**src/sv/bto_pkg.sv**
```systemverilog
// Shared constants, types and widths for the binarize and tile occupancy block.
package bto_pkg;

    // Frame geometry.
    localparam int unsigned TILE_SIZE    = 50;
    localparam int unsigned TILES_ACROSS = 6;
    localparam int unsigned TILES_DOWN   = 6;

    // Counter widths derived from the geometry.
    localparam int unsigned TS_W = (TILE_SIZE > 1) ? $clog2(TILE_SIZE) : 1;
    localparam int unsigned TC_W = (TILES_ACROSS > 1) ? $clog2(TILES_ACROSS) : 1;
    localparam int unsigned TR_W = (TILES_DOWN > 1) ? $clog2(TILES_DOWN) : 1;

    // Field widths.
    localparam int unsigned PIX_W    = 8;
    localparam int unsigned ACC_W    = 12;
    localparam int unsigned IDX_W    = 6;
    localparam int unsigned IDX_FULL_W = 13;

    localparam logic [TS_W-1:0]  TS_LAST   = TS_W'(TILE_SIZE - 1);
    localparam logic [TC_W-1:0]  TC_LAST   = TC_W'(TILES_ACROSS - 1);
    localparam logic [TR_W-1:0]  TR_LAST   = TR_W'(TILES_DOWN - 1);
    localparam logic [ACC_W-1:0] ACC_MAX   = {ACC_W{1'b1}};
    localparam logic [ACC_W-1:0] THRESH_RESET = ACC_W'(625);

    // Position of the current pixel inside the tile grid (image rows count down).
    typedef struct packed {
        logic [TS_W-1:0] col_in_tile;
        logic [TC_W-1:0] tile_col;
        logic [TS_W-1:0] row_in_tile;
        logic [TR_W-1:0] tile_row;
        logic            tile_end;
        logic            frame_end;
    } t_pos;

    // One result transaction.
    typedef struct packed {
        logic             pixel_occupied;
        logic             tile_done;
        logic [IDX_W-1:0] tile_index;
        logic             tile_occupied;
        logic             frame_last;
    } t_result;

endpackage

```
**src/sv/bto_pos.sv**
```systemverilog
// Pixel position tracker: column and row counters split into tile and in-tile parts.
module bto_pos (
    input  logic          i_clk,
    input  logic          i_rst_n,
    input  logic          i_advance,
    output bto_pkg::t_pos o_pos
);

    logic [bto_pkg::TS_W-1:0] r_col_in_tile, n_col_in_tile;
    logic [bto_pkg::TC_W-1:0] r_tile_col,    n_tile_col;
    logic [bto_pkg::TS_W-1:0] r_row_in_tile, n_row_in_tile;
    logic [bto_pkg::TR_W-1:0] r_tile_row,    n_tile_row;
    logic                     col_end;
    logic                     row_end;

    assign col_end = (r_col_in_tile == bto_pkg::TS_LAST);
    assign row_end = col_end && (r_tile_col == bto_pkg::TC_LAST);

    // Next position: columns run left to right, image rows run from the bottom up.
    always_comb begin
        n_col_in_tile = r_col_in_tile;
        n_tile_col    = r_tile_col;
        n_row_in_tile = r_row_in_tile;
        n_tile_row    = r_tile_row;
        if (i_advance) begin
            if (!col_end) begin
                n_col_in_tile = r_col_in_tile + 1'b1;
            end else begin
                n_col_in_tile = '0;
                if (r_tile_col != bto_pkg::TC_LAST) begin
                    n_tile_col = r_tile_col + 1'b1;
                end else begin
                    n_tile_col = '0;
                    if (r_row_in_tile != '0) begin
                        n_row_in_tile = r_row_in_tile - 1'b1;
                    end else begin
                        n_row_in_tile = bto_pkg::TS_LAST;
                        n_tile_row    = (r_tile_row == '0) ? bto_pkg::TR_LAST
                                                           : r_tile_row - 1'b1;
                    end
                end
            end
        end
    end

    // Position registers; reset places the frame at its bottom-left pixel.
    always_ff @(posedge i_clk) begin
        if (!i_rst_n) begin
            r_col_in_tile <= '0;
            r_tile_col    <= '0;
            r_row_in_tile <= bto_pkg::TS_LAST;
            r_tile_row    <= bto_pkg::TR_LAST;
        end else begin
            r_col_in_tile <= n_col_in_tile;
            r_tile_col    <= n_tile_col;
            r_row_in_tile <= n_row_in_tile;
            r_tile_row    <= n_tile_row;
        end
    end

    // A tile ends on its top row at its right column; the frame ends on the top-right tile.
    always_comb begin
        o_pos.col_in_tile = r_col_in_tile;
        o_pos.tile_col    = r_tile_col;
        o_pos.row_in_tile = r_row_in_tile;
        o_pos.tile_row    = r_tile_row;
        o_pos.tile_end    = col_end && (r_row_in_tile == '0);
        o_pos.frame_end   = row_end && (r_row_in_tile == '0) && (r_tile_row == '0);
    end

`ifndef SYNTHESIS
    // The frame can only end where a tile ends.
    a_frame_end_is_tile_end: assert property (
        @(posedge i_clk) disable iff (!i_rst_n)
        o_pos.frame_end |-> o_pos.tile_end
    ) else $error("frame end without tile end");
`endif

endmodule

```
**src/sv/bto_acc.sv**
```systemverilog
// Pixel binarizer, per-tile-column accumulators and threshold compare.
module bto_acc (
    input  logic                        i_clk,
    input  logic                        i_rst_n,
    input  logic                        i_accept,
    input  logic [bto_pkg::PIX_W-1:0]   i_blue,
    input  logic [bto_pkg::PIX_W-1:0]   i_green,
    input  logic [bto_pkg::PIX_W-1:0]   i_red,
    input  bto_pkg::t_pos               i_pos,
    input  logic                        i_cfg_we,
    input  logic [bto_pkg::ACC_W-1:0]   i_cfg_data,
    output bto_pkg::t_result            o_result
);

    logic [bto_pkg::ACC_W-1:0]      r_acc [bto_pkg::TILES_ACROSS];
    logic [bto_pkg::ACC_W-1:0]      r_threshold;
    logic [bto_pkg::ACC_W-1:0]      cur_count;
    logic [bto_pkg::ACC_W-1:0]      n_count;
    logic                           occ;
    logic [bto_pkg::IDX_FULL_W-1:0] idx_full;

    // A pixel is occupied only when all three bytes are zero.
    assign occ = (i_blue == '0) && (i_green == '0) && (i_red == '0);

    // Saturating count including the current pixel.
    assign cur_count = r_acc[i_pos.tile_col];
    assign n_count   = (occ && (cur_count != bto_pkg::ACC_MAX)) ? cur_count + 1'b1
                                                                : cur_count;

    // Tile index with the top tile row as zero.
    assign idx_full = bto_pkg::IDX_FULL_W'(i_pos.tile_row)
                    * bto_pkg::IDX_FULL_W'(bto_pkg::TILES_ACROSS)
                    + bto_pkg::IDX_FULL_W'(i_pos.tile_col);

    // Result fields; tile fields read zero unless a tile completes.
    always_comb begin
        o_result.pixel_occupied = occ;
        o_result.tile_done      = i_pos.tile_end;
        o_result.tile_index     = i_pos.tile_end ? idx_full[bto_pkg::IDX_W-1:0] : '0;
        o_result.tile_occupied  = i_pos.tile_end && (n_count > r_threshold);
        o_result.frame_last     = i_pos.frame_end;
    end

    // Accumulator update; a completed tile clears its column counter.
    always_ff @(posedge i_clk) begin
        if (!i_rst_n) begin
            for (int k = 0; k < bto_pkg::TILES_ACROSS; k++) begin
                r_acc[k] <= '0;
            end
        end else if (i_accept) begin
            r_acc[i_pos.tile_col] <= i_pos.tile_end ? '0 : n_count;
        end
    end

    // Fill threshold register.
    always_ff @(posedge i_clk) begin
        if (!i_rst_n) begin
            r_threshold <= bto_pkg::THRESH_RESET;
        end else if (i_cfg_we) begin
            r_threshold <= i_cfg_data;
        end
    end

endmodule

```
**src/sv/bto_skid.sv**
```systemverilog
// Output register with a skid stage that holds one more result under an output stall.
module bto_skid (
    input  logic             i_clk,
    input  logic             i_rst_n,
    input  logic             i_load,
    input  bto_pkg::t_result i_result,
    input  logic             i_out_stall,
    output logic             o_out_valid,
    output bto_pkg::t_result o_result,
    output logic             o_full
);

    logic             r_out_valid;
    logic             r_skid_valid;
    bto_pkg::t_result r_out;
    bto_pkg::t_result r_skid;
    logic             out_take;

    assign out_take = r_out_valid && !i_out_stall;

    // Control: the skid stage fills only when the output register is held.
    always_ff @(posedge i_clk) begin
        if (!i_rst_n) begin
            r_out_valid  <= 1'b0;
            r_skid_valid <= 1'b0;
        end else if (r_skid_valid) begin
            if (out_take) begin
                r_skid_valid <= 1'b0;
            end
        end else if (i_load) begin
            if (r_out_valid && !out_take) begin
                r_skid_valid <= 1'b1;
            end else begin
                r_out_valid <= 1'b1;
            end
        end else if (out_take) begin
            r_out_valid <= 1'b0;
        end
    end

    // Payload registers.
    always_ff @(posedge i_clk) begin
        if (r_skid_valid) begin
            if (out_take) begin
                r_out <= r_skid;
            end
        end else if (i_load) begin
            if (r_out_valid && !out_take) begin
                r_skid <= i_result;
            end else begin
                r_out <= i_result;
            end
        end
    end

    assign o_out_valid = r_out_valid;
    assign o_result    = r_out;
    assign o_full      = r_skid_valid;

`ifndef SYNTHESIS
    // A buffered transaction always sits behind a valid output.
    a_skid_behind_out: assert property (
        @(posedge i_clk) disable iff (!i_rst_n)
        r_skid_valid |-> r_out_valid
    ) else $error("skid stage holds data while output is empty");

    // Nothing is loaded while the skid stage is full.
    a_no_load_when_full: assert property (
        @(posedge i_clk) disable iff (!i_rst_n)
        i_load |-> !r_skid_valid
    ) else $error("load while skid stage is full");

    // Draining the skid stage moves its transaction to the output.
    a_skid_drains: assert property (
        @(posedge i_clk) disable iff (!i_rst_n)
        (r_skid_valid && out_take) |=> (r_out_valid && !r_skid_valid)
    ) else $error("skid stage failed to drain into output");
`endif

endmodule

```
**src/sv/binarize_and_tile_occupancy.sv**
```systemverilog
// Top level of the black-pixel binarizer with per-tile occupancy threshold.
//
//   Channel   Direction  Handshake               Payload
//   in        input      i_in_valid / o_in_stall  i_pixel_blue, i_pixel_green, i_pixel_red
//   out       output     o_out_valid / i_out_stall tile and pixel occupancy fields
//   cfg       input      i_cfg_valid / o_cfg_ready i_cfg_fill_threshold
//
// One pixel is taken per cycle while o_in_stall is low; the accumulator read,
// increment and threshold compare form its result, registered in the output register or the skid stage.
// Reset (synchronous, active low) sets the position counters to the bottom-left
// pixel, clears all tile column accumulators and loads the threshold with 625; no
// clearing pass is needed. Under an output stall one more transaction is held in a
// skid stage, after which o_in_stall rises until the output drains. The config port is always ready.
module binarize_and_tile_occupancy (
    input  logic                      i_clk,
    input  logic                      i_rst_n,
    input  logic                      i_in_valid,
    output logic                      o_in_stall,
    input  logic [bto_pkg::PIX_W-1:0] i_pixel_blue,
    input  logic [bto_pkg::PIX_W-1:0] i_pixel_green,
    input  logic [bto_pkg::PIX_W-1:0] i_pixel_red,
    output logic                      o_out_valid,
    input  logic                      i_out_stall,
    output logic                      o_pixel_occupied,
    output logic                      o_tile_done,
    output logic [bto_pkg::IDX_W-1:0] o_tile_index,
    output logic                      o_tile_occupied,
    output logic                      o_frame_last,
    input  logic                      i_cfg_valid,
    output logic                      o_cfg_ready,
    input  logic [bto_pkg::ACC_W-1:0] i_cfg_fill_threshold
);

    logic             accept;
    logic             full;
    bto_pkg::t_pos    pos;
    bto_pkg::t_result result;
    bto_pkg::t_result out_result;

    assign accept      = i_in_valid && !full;
    assign o_in_stall  = full;
    assign o_cfg_ready = 1'b1;

    // Pixel position within the frame.
    bto_pos u_pos (
        .i_clk     (i_clk),
        .i_rst_n   (i_rst_n),
        .i_advance (accept),
        .o_pos     (pos)
    );

    // Binarize, accumulate and compare.
    bto_acc u_acc (
        .i_clk      (i_clk),
        .i_rst_n    (i_rst_n),
        .i_accept   (accept),
        .i_blue     (i_pixel_blue),
        .i_green    (i_pixel_green),
        .i_red      (i_pixel_red),
        .i_pos      (pos),
        .i_cfg_we   (i_cfg_valid),
        .i_cfg_data (i_cfg_fill_threshold),
        .o_result   (result)
    );

    // Output register and skid stage.
    bto_skid u_skid (
        .i_clk       (i_clk),
        .i_rst_n     (i_rst_n),
        .i_load      (accept),
        .i_result    (result),
        .i_out_stall (i_out_stall),
        .o_out_valid (o_out_valid),
        .o_result    (out_result),
        .o_full      (full)
    );

    assign o_pixel_occupied = out_result.pixel_occupied;
    assign o_tile_done      = out_result.tile_done;
    assign o_tile_index     = out_result.tile_index;
    assign o_tile_occupied  = out_result.tile_occupied;
    assign o_frame_last     = out_result.frame_last;

endmodule

```
**config.mk**
```make
export PLATFORM = sky130hd
export DESIGN_NAME = binarize_and_tile_occupancy
export DESIGN_NICKNAME = d
export VERILOG_FILES = /design/src/sv/bto_pkg.sv /design/src/sv/bto_pos.sv /design/src/sv/bto_acc.sv /design/src/sv/bto_skid.sv /design/src/sv/binarize_and_tile_occupancy.sv
export SDC_FILE = /design/constraint.sdc
export NUM_CORES = 1
export LEC_CHECK = 0
export BUFFER_PORTS_ARGS = -buffer_cell sky130_fd_sc_hd__buf_2
export CAP_MARGIN = 20
export CORE_MARGIN = 1.5
export CORE_UTILIZATION = 65
export DETAILED_ROUTE_END_ITERATION = 16
export PLACE_DENSITY = 0.85
export SLEW_MARGIN = 40
export SYNTH_ARGS = -nofsm -noshare
export SYNTH_HDL_FRONTEND = slang
export SYNTH_SLANG_ARGS = --single-unit
```
**constraint.sdc**
```tcl
create_clock -name i_clk -period 7.89 [get_ports i_clk]
set_clock_uncertainty 0.05 [all_clocks]
set_input_delay 1.578 -clock i_clk [delete_from_list [all_inputs] [get_ports i_clk]]
set_output_delay 1.578 -clock i_clk [all_outputs]
set_load 0.02 [all_outputs]
```
==> impl_metrics.tcl <==
set metrics [dict create \
    placed_area_mm2 0.007781 \
    relSlewSlack 0.4381 \
    synth-edff-count 116 \
    max_cap_violations 0 \
    root_buffer "clkbuf_16" \
    cts_buffers 17 \
    cts_resized 0 \
    grt_usage 0.3087 \
    start_util 0.6735 \
    antenna_cells 0 \
    via_count 5254 \
    syn_area_per_cell_um2 12.27 \
    grt_first_pass_wirelength_mm 26.55 \
    die_x_um 109.7 \
    start_kind "primary input" \
    fin_nets 719 \
    worstPathMaxFanout 9 \
    fmax_mhz 212.1 \
    hold_path.class "reg2reg" \
    yosysMostFrequentCell "edfxtp_1" \
    synth.top_cells.by_count "116 x edfxtp_1, 87 x nor2_1, 35 x dfxtp_1, 35 x nand2_1, 32 x inv_1" \
    gp_congestion 0.9185 \
    die_y_um 109.7 \
    leakagePower_nw 3.131 \
    cts.sinks 151 \
    wirelength_mm 17.41 \
    die-area_mm2 0.01203 \
    end_kind "register" \
    outcome "finished, final reports clean" \
    synthesis.nets 669 \
    yosys.area.top_type "edfxtp_1" \
    netlist_area_mm2 0.007397 \
    critical_path_required_ps 8010 \
    cts_max_level 4 \
    drtIter0Drc 636 \
    ant_nets 0 \
    yosys-top-cells-area "edfxtp_1 47%, dfxtp_1 9.5%, mux4_2 6.4%" \
    worst_slew_pin_slew_ps 840.4 \
    rsz0062_at_grt "no" \
    synth_top_area_frac 0.4709 \
    ir_worst_vdd_mv 0.1541 \
    drc 0 \
    wl_per_cell_um 21.60 \
    min_period_ps 4716 \
    ys_warn_count 0 \
    first_pass_iters 8 \
    tns_ps 0 \
    synthFlopType "edfxtp_1" \
    io_buffers 52 \
    hold_violations 0 \
    antenna_found_initial 0 \
    path_class "in2reg" \
    place_hpwl_mm 10.60 \
    cts_hold_buf 0 \
    critical-path-slowest-cell "nor4_2" \
    cp.arrival_ps 4840 \
    slew_violations 0 \
    cts.path.max_buffers 2 \
    cts_setup_buffers 0 \
    core_area_mm2 0.01098 \
    synth.yosys.seq_area_share 0.5656 \
    period_share 0.5977 \
    grt_max_degree 38 \
    synth.distinct_cells 64 \
    ys_ff_latch 151 \
    viasPerCell 6.519 \
    path_cells "buf_2 -> nor4_1 -> and4_1 -> nand3_1 -> inv_2 -> nand4_1 -> nor4_2 -> nor2_1 -> ha_1 -> nand4_1 -> nor3_1 -> nor2_1 -> mux2i_1 -> a21oi_1" \
    cts_tree "yes" \
    clk_latency_ps 420 \
    finalSetupViolCount 0 \
    grt_pass1_vias 5202 \
    syn_to_final_growth_pct 14.02 \
    p_per_area_mw_per_mm2 224.8 \
    synthArstFlopShare 0 \
    clk_pin_slew_ps 60 \
    slowest_delay_ps 600 \
    io_pins 54 \
    drive_above_1_share 0.2162 \
    final_area_mm2 0.008434 \
    grt-ovfl-total 0 \
    rows 38 \
    synth_cells 603 \
]
## through the flow
step	power [W]	setup slack, ps	util	hold slack, ps	instances
after floorplan	0.0009862	3500	-	398.6	603
after global placement	0.001021	3066	0.7080	430.4	774
after detailed placement	0.001030	2731	0.7085	436.1	774
after CTS	0.001892	3119	0.7665	445.8	806
after global routing	0.001936	2906	0.7679	455.7	806
final	0.001896	3174	0.7679	444.9	806
## power by group
part	internal (W)	total, W	switching [W]	leakage, nW
Combinational	0.0000455	0.000122	0.0000768	1.45
Sequential	0.000883	0.000896	0.0000130	1.38
Clock	0.000561	0.000878	0.000316	0.301
Total	0.00149	0.00190	0.000406	3.13
## sequential cells by signal, indices dropped and copies added (netlist names), named ones only
name	count
u_acc.r_acc	96
u_acc.r_threshold	12
u_pos.r_col_in_tile	6
u_pos.r_row_in_tile	6
u_pos.r_tile_col	3
u_pos.r_tile_row	3
u_skid.o_full	1
u_skid.o_out_valid	1
u_skid.o_result	10
u_skid.r_skid	10
## logic make-up (layout without fill, tap and decap cells)
group,after synthesis,after routing,synth area share
simple gates,231,231,0.1522
compound gates,59,59,0.06529
mux,53,53,0.1118
flops,151,151,0.5656
fa+ha+maj,25,25,0.04432
other cells,1,1,0.0005070
buf+inv,65,128,0.03688
xor+xnor,18,18,0.02334
## critical path, delay by kind of cell
family / cells / cell delay, ps
buffers and inverters: 2 / 350
AOI/OAI and AO/OA: 1 / 50
muxes: 1 / 150
and+or+nand+nor: 9 / 2320
adders and majority gates: 1 / 360
## metal layers
layer  GRT usage  up-vias  wire, um
met4      0.1623        0       668
met3     0.06343       66      1698
li1            -     2318         -
met1      0.4143     2535      6811
met2      0.4783      335      8230
met5           0        -         0
## placed cells by master (no fill, tap or decap), drive strengths merged, types with 5 or more instances in the layout
cell    Yosys  final
inv        35     36
nand3      14     14
nand4      13     13
a21oi       8      8
nor2       87     87
ha         23     23
buf        11     61
xor2       12     12
dfxtp      35     35
mux2       11     11
bufinv      0      5
and3        9      9
xnor2       6      6
a21o        5      5
edfxtp    116    116
clkbuf     19     20
nor4       12     12
nor2b      13     13
o211ai      7      7
nor3       27     27
mux4       22     22
o21ai       9      9
nand2      35     35
mux2i      20     20
o31ai       6      6
and2        6      6
nand2b      6      6
## path summary, 6_finish.rpt
path                              from              endpoint  slack, ps  cells past startpoint
setup reg to reg              register    u_skid.o_result[1]       3390                     14
hold reg to reg   u_acc.r_threshold[4]  u_acc.r_threshold[4]        440                      2
hold / removal    u_acc.r_threshold[4]  u_acc.r_threshold[4]        440                      2
setup / recovery       i_pixel_blue[1]    u_skid.o_result[1]       3170                     14
## area by class of cell
type,instances,area [um^2]
clock buffers,20,436.7
clock inverters,12,200.2
fillers,669,2549
inverters,35,131.4
multi-input cells,387,2978
flip-flops and latches,151,4185
well taps,140,175.2
repair buffers,61,327.8
Note: power is estimated with default switching activity, not from simulation.
